===== src/rtl/assert_macros.svh =====
`ifndef ASSERT_MACROS_SVH
`define ASSERT_MACROS_SVH

// Clocked concurrent check, quiet while reset is asserted.
`define ASSERT_CLK(name, prop, msg) \
    name: assert property (@(posedge clk) disable iff (!rst_n) prop) else $error(msg);

// Clocked implication check, quiet while reset is asserted.
`define ASSERT_IMP(name, ante, cons, msg) \
    name: assert property (@(posedge clk) disable iff (!rst_n) (ante) |-> (cons)) \
        else $error(msg);

`endif


===== src/rtl/nfpp_pkg.sv =====
`timescale 1ns / 1ps
package nfpp_pkg;

    localparam int VALUE_WIDTH = 32;
    localparam int FIELD_WIDTH = 32;

    typedef logic [FIELD_WIDTH-1:0] field_t;
    typedef logic [VALUE_WIDTH-1:0] value_t;

endpackage


===== src/rtl/nfpp_if.sv =====
`timescale 1ns / 1ps
interface start_if
    import nfpp_pkg::*;
();
    logic   valid;
    logic   ready;
    field_t start_value;

    modport source (output valid, output start_value, input ready);
    modport sink (input valid, input start_value, output ready);
endinterface

interface prime_if
    import nfpp_pkg::*;
();
    logic   valid;
    logic   ready;
    field_t probable_prime;

    modport source (output valid, output probable_prime, input ready);
    modport sink (input valid, input probable_prime, output ready);
endinterface


===== src/rtl/next_fermat_probable_prime.sv =====
`timescale 1ns / 1ps
// channel   dir  payload               word accepted when
// start     in   start_value[31:0]     start.valid && start.ready
// result    out  probable_prime[31:0]  result.valid && result.ready
//
// Each candidate runs a test step, then a base-2 exponentiation (W = VALUE_WIDTH):
// W bit-serial modular squarings, each followed by a doubling step, then a check.
// Candidate one passes at the test step; a word repeats this for every candidate tried.
// start is ready only while idle; the result register frees it to take the next word.
// A stalled result holds in the output register; reset clears control, not data.
`include "assert_macros.svh"

module next_fermat_probable_prime
    import nfpp_pkg::*;
(
    input  logic     clk,
    input  logic     rst_n,
    start_if.sink    start,
    prime_if.source  result
);

    localparam int CNT_W = $clog2(VALUE_WIDTH);
    localparam logic [CNT_W-1:0] CNT_LAST = CNT_W'(VALUE_WIDTH - 1);

    localparam logic [2:0] S_IDLE  = 3'd0;
    localparam logic [2:0] S_TEST  = 3'd1;
    localparam logic [2:0] S_SQR   = 3'd2;
    localparam logic [2:0] S_DBL   = 3'd3;
    localparam logic [2:0] S_CHECK = 3'd4;
    localparam logic [2:0] S_DONE  = 3'd5;

    localparam value_t ONE = VALUE_WIDTH'(1);

    logic [2:0]       state_reg, state_next;
    logic [CNT_W-1:0] sq_cnt_reg, bit_cnt_reg;
    logic             out_valid_reg;
    field_t           out_data_reg;

    value_t cand_reg;
    value_t acc_reg;
    value_t r_reg;
    value_t mul_sh_reg;
    value_t exp_sh_reg;

    value_t sq_dbl, sq_add, dbl_res, cand_inc, start_low;
    logic   release_ok;

    function automatic value_t mod_dbl(value_t a, value_t n);
        logic [VALUE_WIDTH:0] t;
        t = {a, 1'b0};
        if (t >= {1'b0, n})
        begin
            t = t - {1'b0, n};
        end
        return t[VALUE_WIDTH-1:0];
    endfunction

    function automatic value_t mod_add(value_t a, value_t b, value_t n);
        logic [VALUE_WIDTH:0] t;
        t = {1'b0, a} + {1'b0, b};
        if (t >= {1'b0, n})
        begin
            t = t - {1'b0, n};
        end
        return t[VALUE_WIDTH-1:0];
    endfunction

    // one multiplier bit per cycle, MSB first: r = 2r + bit*acc (mod n)
    assign sq_dbl  = mod_dbl(r_reg, cand_reg);
    assign sq_add  = mul_sh_reg[VALUE_WIDTH-1] ? mod_add(sq_dbl, acc_reg, cand_reg) : sq_dbl;
    // base is 2, so a multiply step is a modular doubling
    assign dbl_res = exp_sh_reg[VALUE_WIDTH-1] ? mod_dbl(r_reg, cand_reg) : r_reg;

    assign cand_inc   = (cand_reg + ONE == '0) ? ONE : cand_reg + ONE;
    assign start_low  = start.start_value[VALUE_WIDTH-1:0];
    assign release_ok = !out_valid_reg || result.ready;

    assign start.ready           = (state_reg == S_IDLE);
    assign result.valid          = out_valid_reg;
    assign result.probable_prime = out_data_reg;

    always_comb
    begin
        state_next = state_reg;
        unique case (state_reg)
            S_IDLE:
            begin
                if (start.valid)
                begin
                    state_next = S_TEST;
                end
            end
            S_TEST:
            begin
                state_next = (cand_reg == ONE) ? S_DONE : S_SQR;
            end
            S_SQR:
            begin
                if (sq_cnt_reg == CNT_LAST)
                begin
                    state_next = S_DBL;
                end
            end
            S_DBL:
            begin
                state_next = (bit_cnt_reg == CNT_LAST) ? S_CHECK : S_SQR;
            end
            S_CHECK:
            begin
                state_next = (acc_reg == ONE) ? S_DONE : S_TEST;
            end
            S_DONE:
            begin
                if (release_ok)
                begin
                    state_next = S_IDLE;
                end
            end
            default:
            begin
                state_next = S_IDLE;
            end
        endcase
    end

    always_ff @(posedge clk or negedge rst_n)
    begin
        if (!rst_n)
        begin
            state_reg     <= S_IDLE;
            sq_cnt_reg    <= '0;
            bit_cnt_reg   <= '0;
            out_valid_reg <= 1'b0;
        end
        else
        begin
            state_reg <= state_next;
            if (state_reg == S_TEST)
            begin
                sq_cnt_reg  <= '0;
                bit_cnt_reg <= '0;
            end
            else if (state_reg == S_SQR)
            begin
                sq_cnt_reg <= sq_cnt_reg + 1'b1;
            end
            else if (state_reg == S_DBL)
            begin
                sq_cnt_reg  <= '0;
                bit_cnt_reg <= bit_cnt_reg + 1'b1;
            end

            if (state_reg == S_DONE && release_ok)
            begin
                out_valid_reg <= 1'b1;
            end
            else if (result.ready)
            begin
                out_valid_reg <= 1'b0;
            end
        end
    end

    always_ff @(posedge clk)
    begin
        case (state_reg)
            S_IDLE:
            begin
                if (start.valid)
                begin
                    cand_reg <= (start_low == '0) ? ONE : start_low;
                end
            end
            S_TEST:
            begin
                acc_reg    <= ONE;
                mul_sh_reg <= ONE;
                r_reg      <= '0;
                exp_sh_reg <= cand_reg - ONE;
            end
            S_SQR:
            begin
                r_reg      <= sq_add;
                mul_sh_reg <= {mul_sh_reg[VALUE_WIDTH-2:0], 1'b0};
            end
            S_DBL:
            begin
                acc_reg    <= dbl_res;
                mul_sh_reg <= dbl_res;
                r_reg      <= '0;
                exp_sh_reg <= {exp_sh_reg[VALUE_WIDTH-2:0], 1'b0};
            end
            S_CHECK:
            begin
                if (acc_reg != ONE)
                begin
                    cand_reg <= cand_inc;
                end
            end
            S_DONE:
            begin
                if (release_ok)
                begin
                    out_data_reg <= FIELD_WIDTH'(cand_reg);
                end
            end
            default:
            begin
            end
        endcase
    end

    `ASSERT_IMP(a_partial_reduced, state_reg == S_SQR || state_reg == S_DBL, r_reg < cand_reg, "partial product not reduced below modulus")
    `ASSERT_IMP(a_acc_reduced, state_reg == S_CHECK, acc_reg < cand_reg, "power not reduced below modulus")
    `ASSERT_CLK(a_accept_starts, (start.valid && start.ready) |=> (state_reg == S_TEST), "accepted word did not start a test")
    `ASSERT_IMP(a_no_zero_cand, state_reg != S_IDLE, cand_reg != '0, "candidate zero under test")
    `ASSERT_IMP(a_result_valid, result.valid, result.probable_prime != 0 && result.probable_prime != 2, "result cannot pass the test")

endmodule


===== src/flat_wrapper.sv =====
// flat-port wrapper written by rule: the top's interface ports become plain ports
module next_fermat_probable_prime_flat import nfpp_pkg::*;
  (clk, rst_n, start_valid, start_start_value, start_ready, result_valid, result_probable_prime, result_ready);
  start_if start_i ();
  prime_if result_i ();
  input  logic clk;
  input  logic rst_n;
  input wire logic [$bits(start_i.valid)-1:0] start_valid;
  input wire logic [$bits(start_i.start_value)-1:0] start_start_value;
  output wire logic [$bits(start_i.ready)-1:0] start_ready;
  output wire logic [$bits(result_i.valid)-1:0] result_valid;
  output wire logic [$bits(result_i.probable_prime)-1:0] result_probable_prime;
  input wire logic [$bits(result_i.ready)-1:0] result_ready;
  assign start_i.valid = start_valid;
  assign start_i.start_value = start_start_value;
  assign start_ready = start_i.ready;
  assign result_valid = result_i.valid;
  assign result_probable_prime = result_i.probable_prime;
  assign result_i.ready = result_ready;
  next_fermat_probable_prime u_core (.clk(clk), .rst_n(rst_n), .start(start_i), .result(result_i));
endmodule

===== config.mk =====
export PLATFORM = sky130hd
export DESIGN_NAME = next_fermat_probable_prime_flat
export DESIGN_NICKNAME = d
export VERILOG_FILES = /design/src/rtl/nfpp_pkg.sv /design/src/rtl/nfpp_if.sv /design/src/rtl/next_fermat_probable_prime.sv /design/src/flat_wrapper.sv
export VERILOG_INCLUDE_DIRS = /design/src /design/src/rtl
export SDC_FILE = /design/constraint.sdc
export NUM_CORES = 1
export LEC_CHECK = 0
export ABC_AREA = 0
export BUFFER_PORTS_ARGS = -buffer_cell sky130_fd_sc_hd__buf_2
export CORE_ASPECT_RATIO = 0.6
export CORE_MARGIN = 2
export CORE_UTILIZATION = 40
export CTS_CLUSTER_DIAMETER = 50
export CTS_CLUSTER_SIZE = 16
export DETAILED_ROUTE_END_ITERATION = 12
export PLACE_DENSITY = 0.6
export SLEW_MARGIN = 20
export SYNTH_ARGS = -nofsm -noshare
export SYNTH_HDL_FRONTEND = slang
export SYNTH_SLANG_ARGS = --single-unit

===== constraint.sdc =====
create_clock -name clk -period 9.8 [get_ports clk]
set_clock_uncertainty 0.1 [all_clocks]
set_input_delay 0.98 -clock clk [delete_from_list [all_inputs] [get_ports clk]]
set_output_delay 0.98 -clock clk [all_outputs]
set_load 0.02 [all_outputs]

==> results.md <==
* Area fraction in and, or, nand and nor cells after synthesis at 16.2%
* Synth Area in Compound Gates at 24.6%
* Crit Path Category: flop to flop
* Hold-fix buffers, CTS at 0
* Unrepaired setup endpoints after global routing: false
* GPL Wtd Cong at 0.973
* Chip width at 262 um
* CP Capture Type: flop
* Worst EP arrival at 9420 ps
* WL final at 47600 um
* Syn. warnings at 0
* Period utilization at 94.3%
* IO Pins at 70
* Total grt overflow at 0
* Endpoints failing setup at 0
* Overall routing resource usage at 22.4%
* Layout cell share with drive strength beyond 1 at 12.2%
* Critical Path Source Type: flop
* Post-Syn Nets at 1857
* Post-synth top area cell: edfxtp_1
* Starting Density at 40.6%
* Clock Tree Root: clkbuf_16
* Minimum clock period at 9240 ps
* Rel. slew slack at 28.3%
* Post-Synth Adder-Cell Area at 8.48%
* Fin Setup TNS at 0 ps
* Synth Area in XOR/XNOR at 7.76%
* Die height at 159 um
* CTS tree: yes
* Vias per inst at 5.83
* # resized after CTS at 0
* Final #Nets at 1891
* DRT antenna net count at 0
* Register area share after synthesis at 38.4%
* HPWL Detailed at 37100 um
* WL met1 at 24700 um
* Synthesized cell area at 15900 um^2
* EDFF count, synth at 192
* WL/cell at 20.8 um
* Max Cap Viol at 0
* Post-synthesis mux area share at 0.448%
* CORE AREA at 39200 um^2
* Critical-path maximum fanout at 39
* Avg Inst Size Synth at 9.28 um^2
* Crit-path max cell delay at 500 ps
* H-tree Lvls at 1
* Most used cell, CP: a21o_1
* Top sig layer: met4
* First-pass iteration count of the detailed router at 6
* Initial antenna violation count at 2
* Std-Cell Rows at 56
* Post-CTS setup buffers at 0
* Number of buffers created by CTS at 20
* Tightest Pin Transition at 1070 ps
* Largest family of logic cells by synthesized area: compound AO/OA/AOI/OAI gates
* Filler Cell Count at 3797
* Skew-Pair Late Insertion Delay at 530 ps
* CTS max path bufs at 3
* Most used DFF post-synth: edfxtp_1
* Hold Path Class: primary input to async pin
* Slowest cell on crit path: a221oi_4
* Synth unique cells at 87
* Vias after detailed routing at 13.3k
* Post-synth top area share at 36.2%
* Final Hold Fails at 0
* First-pass GRT wire length at 71500 um
* Ranking of synthesized cells by area: edfxtp_1 (36%), ha_1 (8.1%), xnor2_1 (6.1%), nand2_1 (4.8%), o21ai_0 (4.4%)
* Clk sink count at 206
* Largest net degree at the start of global routing at 86
* Met3 WL post-DR at 3500 um
* Met2 routed WL at 18700 um
* Full die area at 41400 um^2
* Yosys reg bits at 206
* DR DRC count at 0
* PortBufs at 69
* Vias in the first global route at 12.0k
* Gate count of the mapped netlist at 1715
* DRT iter0 DRCs at 1574
* Pins Over Slew Limit at 0
* CP required at 9980 ps
* Synth async-reset ratio at 6.80%
* Max Fclk at 108 MHz
* CTS clk-pin slew, worst paths at 80 ps
* Area growth from synthesis to layout at 9.63%
* Outcome: completed
-- cells in the mapped netlist, drive strengths merged (35+ instances only) --
master  instances
a21o           69
a21oi         112
a31oi          47
clkbuf         70
edfxtp        192
ha            103
inv            70
nand2         206
nand3          68
nor2           82
nor4           35
o21ai         173
xnor2         111
-- final timing paths --
| kind | from | end | slack, ps | depth (start not counted) |
|---|---|---|---|---|
| hold reg to reg | u_core.sq_cnt_reg[0] | u_core.sq_cnt_reg[0] | 410 | 1 |
| max in group asynchronous | rst_n | u_core.result.valid | 9080 | 1 |
| setup / recovery | u_core.cand_reg[1] | u_core.r_reg[24] | 560 | 33 |
| min in group clk | u_core.sq_cnt_reg[0] | u_core.sq_cnt_reg[0] | 410 | 1 |
| setup reg to reg | u_core.cand_reg[1] | u_core.r_reg[24] | 560 | 33 |
| hold / removal | rst_n | u_core.sq_cnt_reg[0] | 250 | 1 |
-- critical path: cells and delay by family (launching register included) --
kind,cells,cell delay [ps]
adder cells (fa/ha/maj),3,1080
AO/OA/AOI/OAI,18,4880
XOR/XNOR,1,270
flip-flops,1,470
AND/OR/NAND/NOR,7,1340
buffers and inverters,4,790
-- routing by layer --
metal  vias up  GRT usage [%]
met2       421           30.3
met5         -              0
met4         0           3.92
li1       6503              -
met3        50           4.41
met1      6339           36.1
-- placed cells by master, fill, tap and decap left out, types with 23 or more instances in the layout --
master	n
inv_1	67
nand4_1	24
a21oi_1	110
o21ai_0	139
o211a_1	28
o21ai_2	27
ha_1	103
nand2_1	204
buf_2	69
a31oi_2	23
a21o_1	68
nor2_1	82
edfxtp_1	192
buf_4	27
xnor2_1	111
xor2_1	30
a31oi_1	24
o211ai_1	29
nand3_1	65
nor3_1	30
nor4_1	34
-- stage by stage --
stage	worst slack (ps)	utilization (%)	cell area (um^2)	instances	hold WS, ps
3_3_place_gp	915	42.9	16800	2248	377
2_1_floorplan	2290	-	15900	1715	324
4_1_cts	793	44.5	17400	2282	235
6_report	562	44.5	17400	2284	250
3_5_place_dp	821	42.9	16800	2248	401
5_1_grt	153	44.5	17400	2283	248
-- area by class of cell --
| cell class | instances | area [um^2] | area share (%) |
|---|---|---|---|
| Antenna cell | 1 | 2.50 | 0.0143 |
| Tap cell | 522 | 653 | 3.74 |
| Sequential cell | 206 | 6120 | 35.1 |
| Multi-Input combinational cell | 1352 | 9190 | 52.7 |
| Timing Repair Buffer | 98 | 596 | 3.41 |
| Inverter | 71 | 267 | 1.53 |
| Clock buffer | 25 | 541 | 3.10 |
| Clock inverter | 9 | 81.3 | 0.466 |
-- logic make-up after synthesis --
family,Yosys count
compound gates,562
fa+ha+maj,106
xor+xnor,141
simple gates,536
flops,206
mux,7
buf+inv,157
Power is not shown: default switching activity piles up to over one toggle a cycle in this logic, so the estimate is an artifact.
